`config.mk`:
```
export PLATFORM = sky130hd
export DESIGN_NAME = sma_ctrl
export DESIGN_NICKNAME = d
export VERILOG_FILES = /design/src/hdl/sma_pkg.sv /design/src/hdl/sma_ctrl.sv
export SDC_FILE = /design/constraint.sdc
export NUM_CORES = 1
export LEC_CHECK = 0
export ABC_AREA = 1
export BUFFER_PORTS_ARGS = -buffer_cell sky130_fd_sc_hd__buf_4
export CORE_AREA = 2 2 39 41
export DETAILED_ROUTE_END_ITERATION = 10
export DIE_AREA = 0 0 41 43
export GPL_ROUTABILITY_DRIVEN = 0
export PLACE_DENSITY = 0.45
export SLEW_MARGIN = 20
export SYNTH_ARGS = -nofsm -noshare
export SYNTH_HDL_FRONTEND = slang
export SYNTH_SLANG_ARGS = --single-unit
```
`constraint.sdc`:
```
create_clock -name clk -period 1.35 [get_ports clk]
set_input_delay 0.2025 -clock clk [delete_from_list [all_inputs] [get_ports clk]]
set_output_delay 0.2025 -clock clk [all_outputs]
set_load 0.05 [all_outputs]
```
`src/hdl/sma_pkg.sv`:
```
`timescale 1ns / 1ps
// ----------------------------------------------------------------------------
// Stack machine ALU package
// Request and result types, operation and error codes, controller states and
// the command and status groups between the controller and the datapath.
// ----------------------------------------------------------------------------
package sma_pkg;

	localparam logic [4:0] OP_PUSH    = 5'd0;
	localparam logic [4:0] OP_PUSHF   = 5'd1;
	localparam logic [4:0] OP_DROP    = 5'd2;
	localparam logic [4:0] OP_DUP     = 5'd3;
	localparam logic [4:0] OP_EQ      = 5'd4;
	localparam logic [4:0] OP_LTU     = 5'd5;
	localparam logic [4:0] OP_LTS     = 5'd6;
	localparam logic [4:0] OP_GTU     = 5'd7;
	localparam logic [4:0] OP_GTS     = 5'd8;
	localparam logic [4:0] OP_LEU     = 5'd9;
	localparam logic [4:0] OP_LES     = 5'd10;
	localparam logic [4:0] OP_GEU     = 5'd11;
	localparam logic [4:0] OP_GES     = 5'd12;
	localparam logic [4:0] OP_ADD     = 5'd13;
	localparam logic [4:0] OP_ADDC    = 5'd14;
	localparam logic [4:0] OP_ADDS    = 5'd15;
	localparam logic [4:0] OP_SUB     = 5'd16;
	localparam logic [4:0] OP_SUBS    = 5'd17;
	localparam logic [4:0] OP_MUL     = 5'd18;
	localparam logic [4:0] OP_MULS    = 5'd19;
	localparam logic [4:0] OP_WORDS   = 5'd20;
	localparam logic [4:0] OP_BITMASK = 5'd21;
	localparam logic [4:0] OP_NOP     = 5'd22;

	localparam logic [1:0] ERR_NONE  = 2'd0;
	localparam logic [1:0] ERR_NUM   = 2'd1;
	localparam logic [1:0] ERR_UNDER = 2'd2;
	localparam logic [1:0] ERR_OVER  = 2'd3;

	localparam logic [63:0] SIGN64 = 64'h8000_0000_0000_0000;

	localparam logic [2:0] MUL_LAST = 3'd4;

	typedef struct packed {
		logic [4:0]  op;
		logic [63:0] literal;
	} req_t;

	typedef struct packed {
		logic [63:0] top_value;
		logic [4:0]  stack_depth;
		logic        cond_flag;
		logic [1:0]  error_code;
	} rsp_t;

	typedef enum logic [1:0] {
		ST_IDLE,
		ST_EXEC,
		ST_MUL,
		ST_MFIN
	} state_t;

	typedef struct packed {
		logic       load;
		logic       mul_start;
		logic       mul_step;
		logic [2:0] mul_idx;
		logic       commit;
	} cmd_t;

	typedef struct packed {
		logic go_mul;
	} sts_t;

	// Smallest mask of the form 2^k-1 that is not below x.
	function automatic logic [63:0] max_mask(input logic [63:0] x);
		logic [63:0] m;
		m = x;
		m = m | (m >> 1);
		m = m | (m >> 2);
		m = m | (m >> 4);
		m = m | (m >> 8);
		m = m | (m >> 16);
		m = m | (m >> 32);
		return m;
	endfunction

endpackage

```
`src/hdl/sma_ctrl.sv`:
```
`timescale 1ns / 1ps
// ----------------------------------------------------------------------------
// Stack machine ALU controller
// Sequences request intake, execution, the multi-cycle multiply and the
// commit into the result register.
// ----------------------------------------------------------------------------
module sma_ctrl (
	input  logic          clk,
	input  logic          arst_n,
	input  logic          req_valid,
	output logic          req_stall,
	output logic          res_valid,
	input  logic          res_stall,
	input  sma_pkg::sts_t sts,
	output sma_pkg::cmd_t cmd
);

	import sma_pkg::*;

	state_t     state_q;
	state_t     state_d;
	logic [2:0] mcnt_q;
	logic [2:0] mcnt_d;
	logic       res_valid_q;
	logic       room;

	always_ff @(posedge clk or negedge arst_n) begin
		if (!arst_n) begin
			state_q     <= ST_IDLE;
			mcnt_q      <= '0;
			res_valid_q <= 1'b0;
		end else begin
			state_q <= state_d;
			mcnt_q  <= mcnt_d;
			if (cmd.commit) begin
				res_valid_q <= 1'b1;
			end else if (!res_stall) begin
				res_valid_q <= 1'b0;
			end
		end
	end

	always_comb begin
		room          = !res_valid_q || !res_stall;
		state_d       = state_q;
		mcnt_d        = mcnt_q;
		cmd.load      = 1'b0;
		cmd.mul_start = 1'b0;
		cmd.mul_step  = 1'b0;
		cmd.mul_idx   = mcnt_q;
		cmd.commit    = 1'b0;
		unique case (state_q)
			ST_IDLE: begin
				if (req_valid) begin
					cmd.load = 1'b1;
					state_d  = ST_EXEC;
				end
			end
			ST_EXEC: begin
				if (sts.go_mul) begin
					cmd.mul_start = 1'b1;
					mcnt_d        = '0;
					state_d       = ST_MUL;
				end else if (room) begin
					cmd.commit = 1'b1;
					state_d    = ST_IDLE;
				end
			end
			ST_MUL: begin
				cmd.mul_step = 1'b1;
				mcnt_d       = mcnt_q + 3'd1;
				if (mcnt_q == MUL_LAST) begin
					state_d = ST_MFIN;
				end
			end
			ST_MFIN: begin
				if (room) begin
					cmd.commit = 1'b1;
					state_d    = ST_IDLE;
				end
			end
			default: begin
				state_d = ST_IDLE;
			end
		endcase
	end

	assign req_stall = (state_q != ST_IDLE);
	assign res_valid = res_valid_q;

`ifndef SYNTH
	a_mul_done: assert property (@(posedge clk) disable iff (!arst_n)
		(state_q == ST_MUL && mcnt_q == MUL_LAST) |=> (state_q == ST_MFIN))
		else $error("multiply sequence did not finish after the last step");

	a_res_from_commit: assert property (@(posedge clk) disable iff (!arst_n)
		$rose(res_valid_q) |-> $past(cmd.commit))
		else $error("result shown without a commit");
`endif

endmodule

```
==> run metrics, run 1 <==
status=complete, no violations; initial antenna violation count=0; Buf/Inv on CP=3; Max stage delay on crit path=450 ps; Critical R2R Launch=state_q[0]; Worst Setup EP=cmd[5]; max cap viols=0; row cnt=14; top-count cell post-synth=nand2_1; Syn. warnings=0; I/O pins=14; drt via density=4.28; TritonCTS Sinks=6; Final Skew=9.96 ps; crit path DAT=1120 ps; DRC=0; Reg clk slew, reported paths=50 ps; CTS tree=built; Req. time, crit path=1150 ps; post-synthesis sequential area ratio=0.432; HP Class=primary input to flop; Net Count, Synth=54; mux contribution to synthesized area=0; worst reg2reg setup slack=300 ps; Area after DPL=484 sq um; category of the most critical setup path=flop to primary output; Die H=43 um; Main synth FF type=dfrtp_1; Synth Instances=47; Sequential Power Share=0.227; CTS Buffer Depth=2; Netlist Area Pre-Place=348 sq um; Worst-Margin Slew=161 ps; Fmax achieved=0.759 GHz; Post-layout nets=76; length in cells of the worst reg-to-reg path=5; Die Span X=41 um; cell area power density=2830 nW/um^2; CP Launch Type=flop; largest family of logic cells by synthesized area=simple AND/OR/NAND/NOR gates; CORE AREA=1380 sq um; Yosys cell types=11; Synth Area in Compound Gates=0.0144; Skew-Pair Late Insertion Delay=250 ps; routed length per instance=9.58 um; CP Depth=4; TritonCTS Buffers=3; Routed Antenna Nets=0; final setup TNS=0 ps; Hold Vio Cnt, Final=0; Setup violations, final=0; design area=569 sq um; count of buffers from port buffering=13; largest cells by area after synthesis=dfrtp_1 43%, nand2_1 18%, inv_1 7.6%; RSZ-0062 raised after global routing=true; slew margin rel.=0.893; EDFF count, synth=0; CTS root buf=clkbuf_4; drt pass-1 iters=4; CP startpoint=state_q[0]; Cell Chain, Critical Path=buf_4 -> nand3_2 -> inv_2 -> buf_8; P_int=0.742 mW; DRT Wirelength=795 um; Crit-path slowest cell=dfrtp_2; XOR/XNOR share of the synthesized area=0; placed insts=77; Layout Area Growth over Synthesis=63.7%; power after layout=1.61 mW; Switching Fraction=0.539; leakage power=0.311 nW; Worst VDD drop=0.909 mV; remaining global-route overflow=0; Critical R2R Capture=mcnt_q[0]; vias in the first global route=341; global-route wire length before repair=1.36 mm; Psw=0.869 mW; clock network fraction of design power=0.107; largest net degree at the start of global routing=7; largest area contributor in the netlist=dfrtp_1; post-synthesis simple-gate area fraction=0.374; FF+latch count, synth=6; vias=355; min Tclk post-route=1320 ps; ant diodes=0; H-tree Lvls=1; die area=1760 sq um; Adder-Cell Fraction of Synth Area=0.0719; Pins Over Slew Limit=0; Starting Density=0.251; CP delay by family, top=flip-flops; Core Util, Final=0.411; Non-Filler Instances=83; synth cell count leaders=17 x nand2_1, 7 x inv_1, 6 x dfrtp_1; combinational power share=0.666; Post-DP HPWL=613 um; Initial DRC Count=4; crit path max fanout=5; fraction of layout cells with a size suffix above 1=0.522; Syn Area/Cell=7.40 sq um; Worst Setup End Kind=primary output; area share of the largest cell type after synthesis=0.432; Overall Global Routing Usage=0.118; Synth async-reset ratio=1.00; ratio of final minimum period to clock period=0.976
## through the flow
| step | setup WS, ps | hold slack, ps |
|---|---|---|
| 6_report | 31.8 | 207 |
| 5_1_grt | -21.7 | 231 |
| 4_1_cts | -15.1 | 186 |
| 3_5_place_dp | 225 | 14.6 |
| 3_3_place_gp | 236 | 16.0 |
| 2_1_floorplan | -103 | -93.1 |
## tightest hold or removal path: cells and delay by family
kind,cells,cell delay (ps)
buffers and inverters,1,80
and+or+nand+nor,2,140
## worst min-delay path by stage
stage | from | to | cells after the start | slack [ps]
3_5_place_dp | arst_n | mcnt_q[0] | 1 | 10
4_1_cts | res_stall | res_valid | 3 | 190
3_3_place_gp | arst_n | mcnt_q[0] | 1 | 20
2_1_floorplan | arst_n | mcnt_q[0] | 0 | -90
6_report | res_stall | res_valid | 3 | 210
5_1_grt | res_stall | res_valid | 3 | 230
## cell type report
cell class                      count  area (sq um)
Clock buffer                        3          22.5
Fill cell                         155           815
Inverter                           10          40.0
Multi-Input combinational cell     31           181
Sequential cell                     6           153
Tap cell                           16          20.0
Timing Repair Buffer               17           153
## sequential cells by signal (all words and copies together) (netlist names)
name,flops
state_q,2
res_valid,1
mcnt_q,3
## power by group through the flow
stage,Clock [mW],Sequential [mW],Combinational (mW)
after floorplan,0,0.495,0.533
after global placement,0,0.342,0.954
after detailed placement,0,0.346,0.951
after CTS,0.180,0.341,0.985
after global routing,0.184,0.385,1.16
final,0.173,0.366,1.07
## layer usage
metal | track usage | part of all wire | up-vias
met1 | 0.142 | 0.44 | 164
li1 | - | - | 182
met3 | 0.0942 | 0.063 | 0
met2 | 0.166 | 0.49 | 9
met4 | 0.0200 | 0 | 0
met5 | 0 | 0 | -
## cell usage in the layout, fill, tap and decap left out
cell / instances
nand3_2: 2
nand3_1: 4
clkbuf_4: 3
nor2_4: 2
buf_4: 12
a21oi_2: 1
buf_8: 2
inv_2: 4
nand2_2: 3
dfrtp_1: 4
dlygate4sd3_1: 1
inv_4: 1
inv_1: 5
nand2_1: 16
buf_6: 2
dfrtp_2: 2
ha_1: 2
nor2_2: 1
## kinds of logic after synthesis
kind of cell	count (synthesis)
simple gates	28
compound gates	1
buf+inv	10
flops	6
fa+ha+maj	2
## repair_timing
item | CTS | global route
hold endpoints to repair | 6 | 0
pin swaps | 1 | 1
hold buffers | 1 | 0
resized for setup | 1 | 13
setup endpoints to repair | 1 | 5
buffers inserted | 1 | 1
No activity file was read; power rests on OpenSTA's default activity.
==> run 2, diff against run 1 <==
--- a/config.mk
+++ b/config.mk
@@ -5,13 +5,12 @@
 export SDC_FILE = /design/constraint.sdc
 export NUM_CORES = 1
 export LEC_CHECK = 0
-export ABC_AREA = 1
 export BUFFER_PORTS_ARGS = -buffer_cell sky130_fd_sc_hd__buf_4
 export CORE_AREA = 2 2 39 41
 export DETAILED_ROUTE_END_ITERATION = 10
 export DIE_AREA = 0 0 41 43
 export GPL_ROUTABILITY_DRIVEN = 0
-export PLACE_DENSITY = 0.45
+export PLACE_DENSITY = 0.44
 export SLEW_MARGIN = 20
 export SYNTH_ARGS = -nofsm -noshare
 export SYNTH_HDL_FRONTEND = slang
==> run 2 against run 1 <==
  * The flow now finishes with violations (negative setup slack)
  * Worst setup slack got worse by 64 ps
  * Flip-flop and latch count is the same
  * Global-route usage shrank 0.15 points
  * Synthesized cell count down 28%
  * Critical path depth shrank 1
  * Via count is 11% lower
  * Area after synthesis fell by 6.5%
  * Core utilization shrank 2.6 points
  * Hold slack improved by 18 ps
==> run metrics, run 2 <==
Crit-path slowest cell=dfrtp_2; Main synth FF type=dfrtp_1; DRC=0 (unchanged); Net Count, Synth=41 (-24%); Worst-Margin Slew=254 ps (+92.9 ps); crit path DAT=1180 ps (+60 ps); Synth async-reset ratio=1.00 (unchanged); Reg area=151 sq um (-0.82%); Cell Chain, Critical Path=or2_4 -> nor2_4 -> buf_6; Syn Area/Cell=9.57 sq um (+29%); routed length per instance=11.2 um (+16%); Overall Global Routing Usage=0.117 (-0.00149); initial antenna violation count=0 (unchanged); commonest non-fill, non-tap cell in the layout=buf_4; Area after DPL=464 sq um (-4.1%); DRT Wirelength=781 um (-1.8%); Synth Instances=34 (-28%); slew margin rel.=0.831 (-0.0620); CTS root buf=clkbuf_4; Reg clk slew, reported paths=50 ps (about the same); CP Launch Type=flop; Die H=43 um (unchanged); category of the most critical setup path=flop to primary output; global-route wire length before repair=1.33 mm (-2.1%); synth cell count leaders=6 x dfrtp_1, 4 x inv_1, 4 x nand2_1; placed insts=65 (-16%); status=complete, but fails checks; I/O pins=14 (unchanged); Post-layout nets=63 (-17%); Req. time, crit path=1150 ps (about the same); row cnt=14 (unchanged); EDFF count, synth=0 (unchanged); Routed Antenna Nets=0 (unchanged); WHS Path Cells=3 (unchanged); multi-input logic area=179 sq um (-1.4%); top-count cell post-synth=dfrtp_1; Skew-Pair Late Insertion Delay=240 ps (about the same); length in cells of the worst reg-to-reg path=4 (-1); vias in the first global route=323 (-5.3%); Die Span X=41 um (unchanged); Post-DP HPWL=607 um (-1.0%); largest cells by area after synthesis=dfrtp_1 46%, ha_1 7.7%, a21oi_1 4.6%; die area=1760 sq um (unchanged); min Tclk post-route=1380 ps (+63.6 ps); worst setup margin=-31.9 ps (-63.6 ps); Syn. warnings=0 (unchanged); count of buffers from port buffering=13 (unchanged); max cap viols=0 (unchanged); H-tree Lvls=1 (unchanged); largest register by flop count=mcnt_q; Fillers=155 (unchanged); largest net degree at the start of global routing=8 (+1); Initial DRC Count=4 (unchanged); Setup violations, final=1 (+1); Final Skew=1.25 ps (-8.71 ps); Worst Setup End Kind=primary output; Max stage delay on crit path=450 ps (about the same); drt via density=4.53 (+5.9%); Worst Hold End=res_valid; min-delay src=res_stall; Yosys cell types=16 (+5); CTS Buffer Depth=2 (unchanged); vias=317 (-11%); ratio of final minimum period to clock period=1.02 (+0.0471); area share of the largest cell type after synthesis=0.462 (+0.0299); crit path max fanout=7 (+2); TritonCTS Sinks=6 (unchanged); worst hold slack=225 ps (+17.9 ps); ant diodes=0 (unchanged); TritonCTS Buffers=3 (unchanged); Critical R2R Capture=state_q[0]; Non-Filler Instances=70 (-16%); fraction of layout cells with a size suffix above 1=0.481 (-0.0409); Hold Vio Cnt, Final=0 (unchanged); Netlist Area Pre-Place=325 sq um (-6.5%); worst reg2reg setup slack=270 ps (-30 ps); Starting Density=0.235 (-0.0163); Critical R2R Launch=mcnt_q[0]; post-synthesis sequential area ratio=0.462 (+0.0299); design area=533 sq um (-6.4%); Largest register FFs=3 (unchanged); RSZ-0062 raised after global routing=true; drt pass-1 iters=4 (unchanged); Layout Area Growth over Synthesis=63.8%; FF+latch count, synth=6 (unchanged); largest area contributor in the netlist=dfrtp_1; CORE AREA=1380 sq um (unchanged); Fmax achieved=0.724 GHz (-4.6%); remaining global-route overflow=0 (unchanged); most frequent cells in the layout=13 x buf_4, 5 x dfrtp_1, 4 x inv_1, 4 x nand2_1, 3 x clkbuf_4; Pins Over Slew Limit=0 (unchanged); HP Class=primary input to flop; failing checks=negative setup slack; CTS tree=built
run 2: cell types whose count changed after synthesis, sizes merged:
| cell | previous run | this run |
|---|---|---|
| xor2 | 0 | 1 |
| or2 | 0 | 2 |
| nor2 | 3 | 5 |
| a221oi | 0 | 1 |
| mux2i | 0 | 1 |
| nand3 | 6 | 0 |
| o21ai | 0 | 1 |
| nand3b | 0 | 1 |
| nor2b | 0 | 1 |
| a21oi | 1 | 3 |
| inv | 10 | 4 |
| a31oi | 0 | 1 |
| xnor2 | 0 | 1 |
| nand2 | 19 | 4 |
run 2: worst max-delay path by stage:
stage	start	cells after the start	endpoint	slack, ps
final	state_q[0]	3	cmd[6]	-30
after global routing	state_q[0]	3	cmd[6]	-80
after CTS	state_q[0]	3	cmd[6]	-60
after detailed placement	state_q[0]	3	cmd[0]	140
after global placement	state_q[0]	3	cmd[6]	160
after floorplan	state_q[0]	2	cmd[6]	-230
run 2: per-stage QoR:
stage,util,setup WS (ps),setup TNS [ps]
after floorplan,-,-231,-231
final,0.385,-31.9,-31.9
after global routing,0.385,-84.0,-162
after global placement,0.335,159,0
after CTS,0.371,-59.6,-108
after detailed placement,0.335,136,0
run 2: final cells by class:
type	count	area share
multi-input cells	24	0.336
well taps	16	0.0376
clock buffers	3	0.0423
inverters	4	0.0282
flip-flops and latches	6	0.284
repair buffers	17	0.272
run 2: logic make-up (layout without fill, tap and decap cells):
logic type / Yosys count / in the layout / share of synthesized area
compound gates: 6 / 6 / 0.108
xor+xnor: 2 / 2 / 0.0539
fa+ha+maj: 2 / 2 / 0.0769
buf+inv: 4 / 24 / 0.0461
flops: 6 / 6 / 0.462
mux: 1 / 1 / 0.0308
simple gates: 13 / 13 / 0.223
run 2: worst max-delay path: cells and delay by family, from the launching register on:
family	cells	cell delay, ps
AND/OR/NAND/NOR	2	340
buffers and inverters	1	150
flip-flops	1	450
run 2: per-layer routing:
metal | global-route usage | vias up | share of wire
met5 | 0 | - | 0
met4 | 0.0600 | 0 | 0
met3 | 0.0524 | 0 | 0.095
met2 | 0.175 | 15 | 0.50
met1 | 0.134 | 150 | 0.40
li1 | - | 152 | -
run 2: repair_timing:
item | 4_1_cts | 5_1_grt
hold buffers | 1 | 0
resized for setup | 3 | 6
endpoints found under the setup margin | 5 | 5
hold endpoints to repair | 6 | 0
gates cloned | 0 | 0
setup buffers | 1 | 0
Power of run 2 is left out: the tool's default activity adds up to more than one toggle a clock period on the data nets, which glitch-free logic cannot reach.
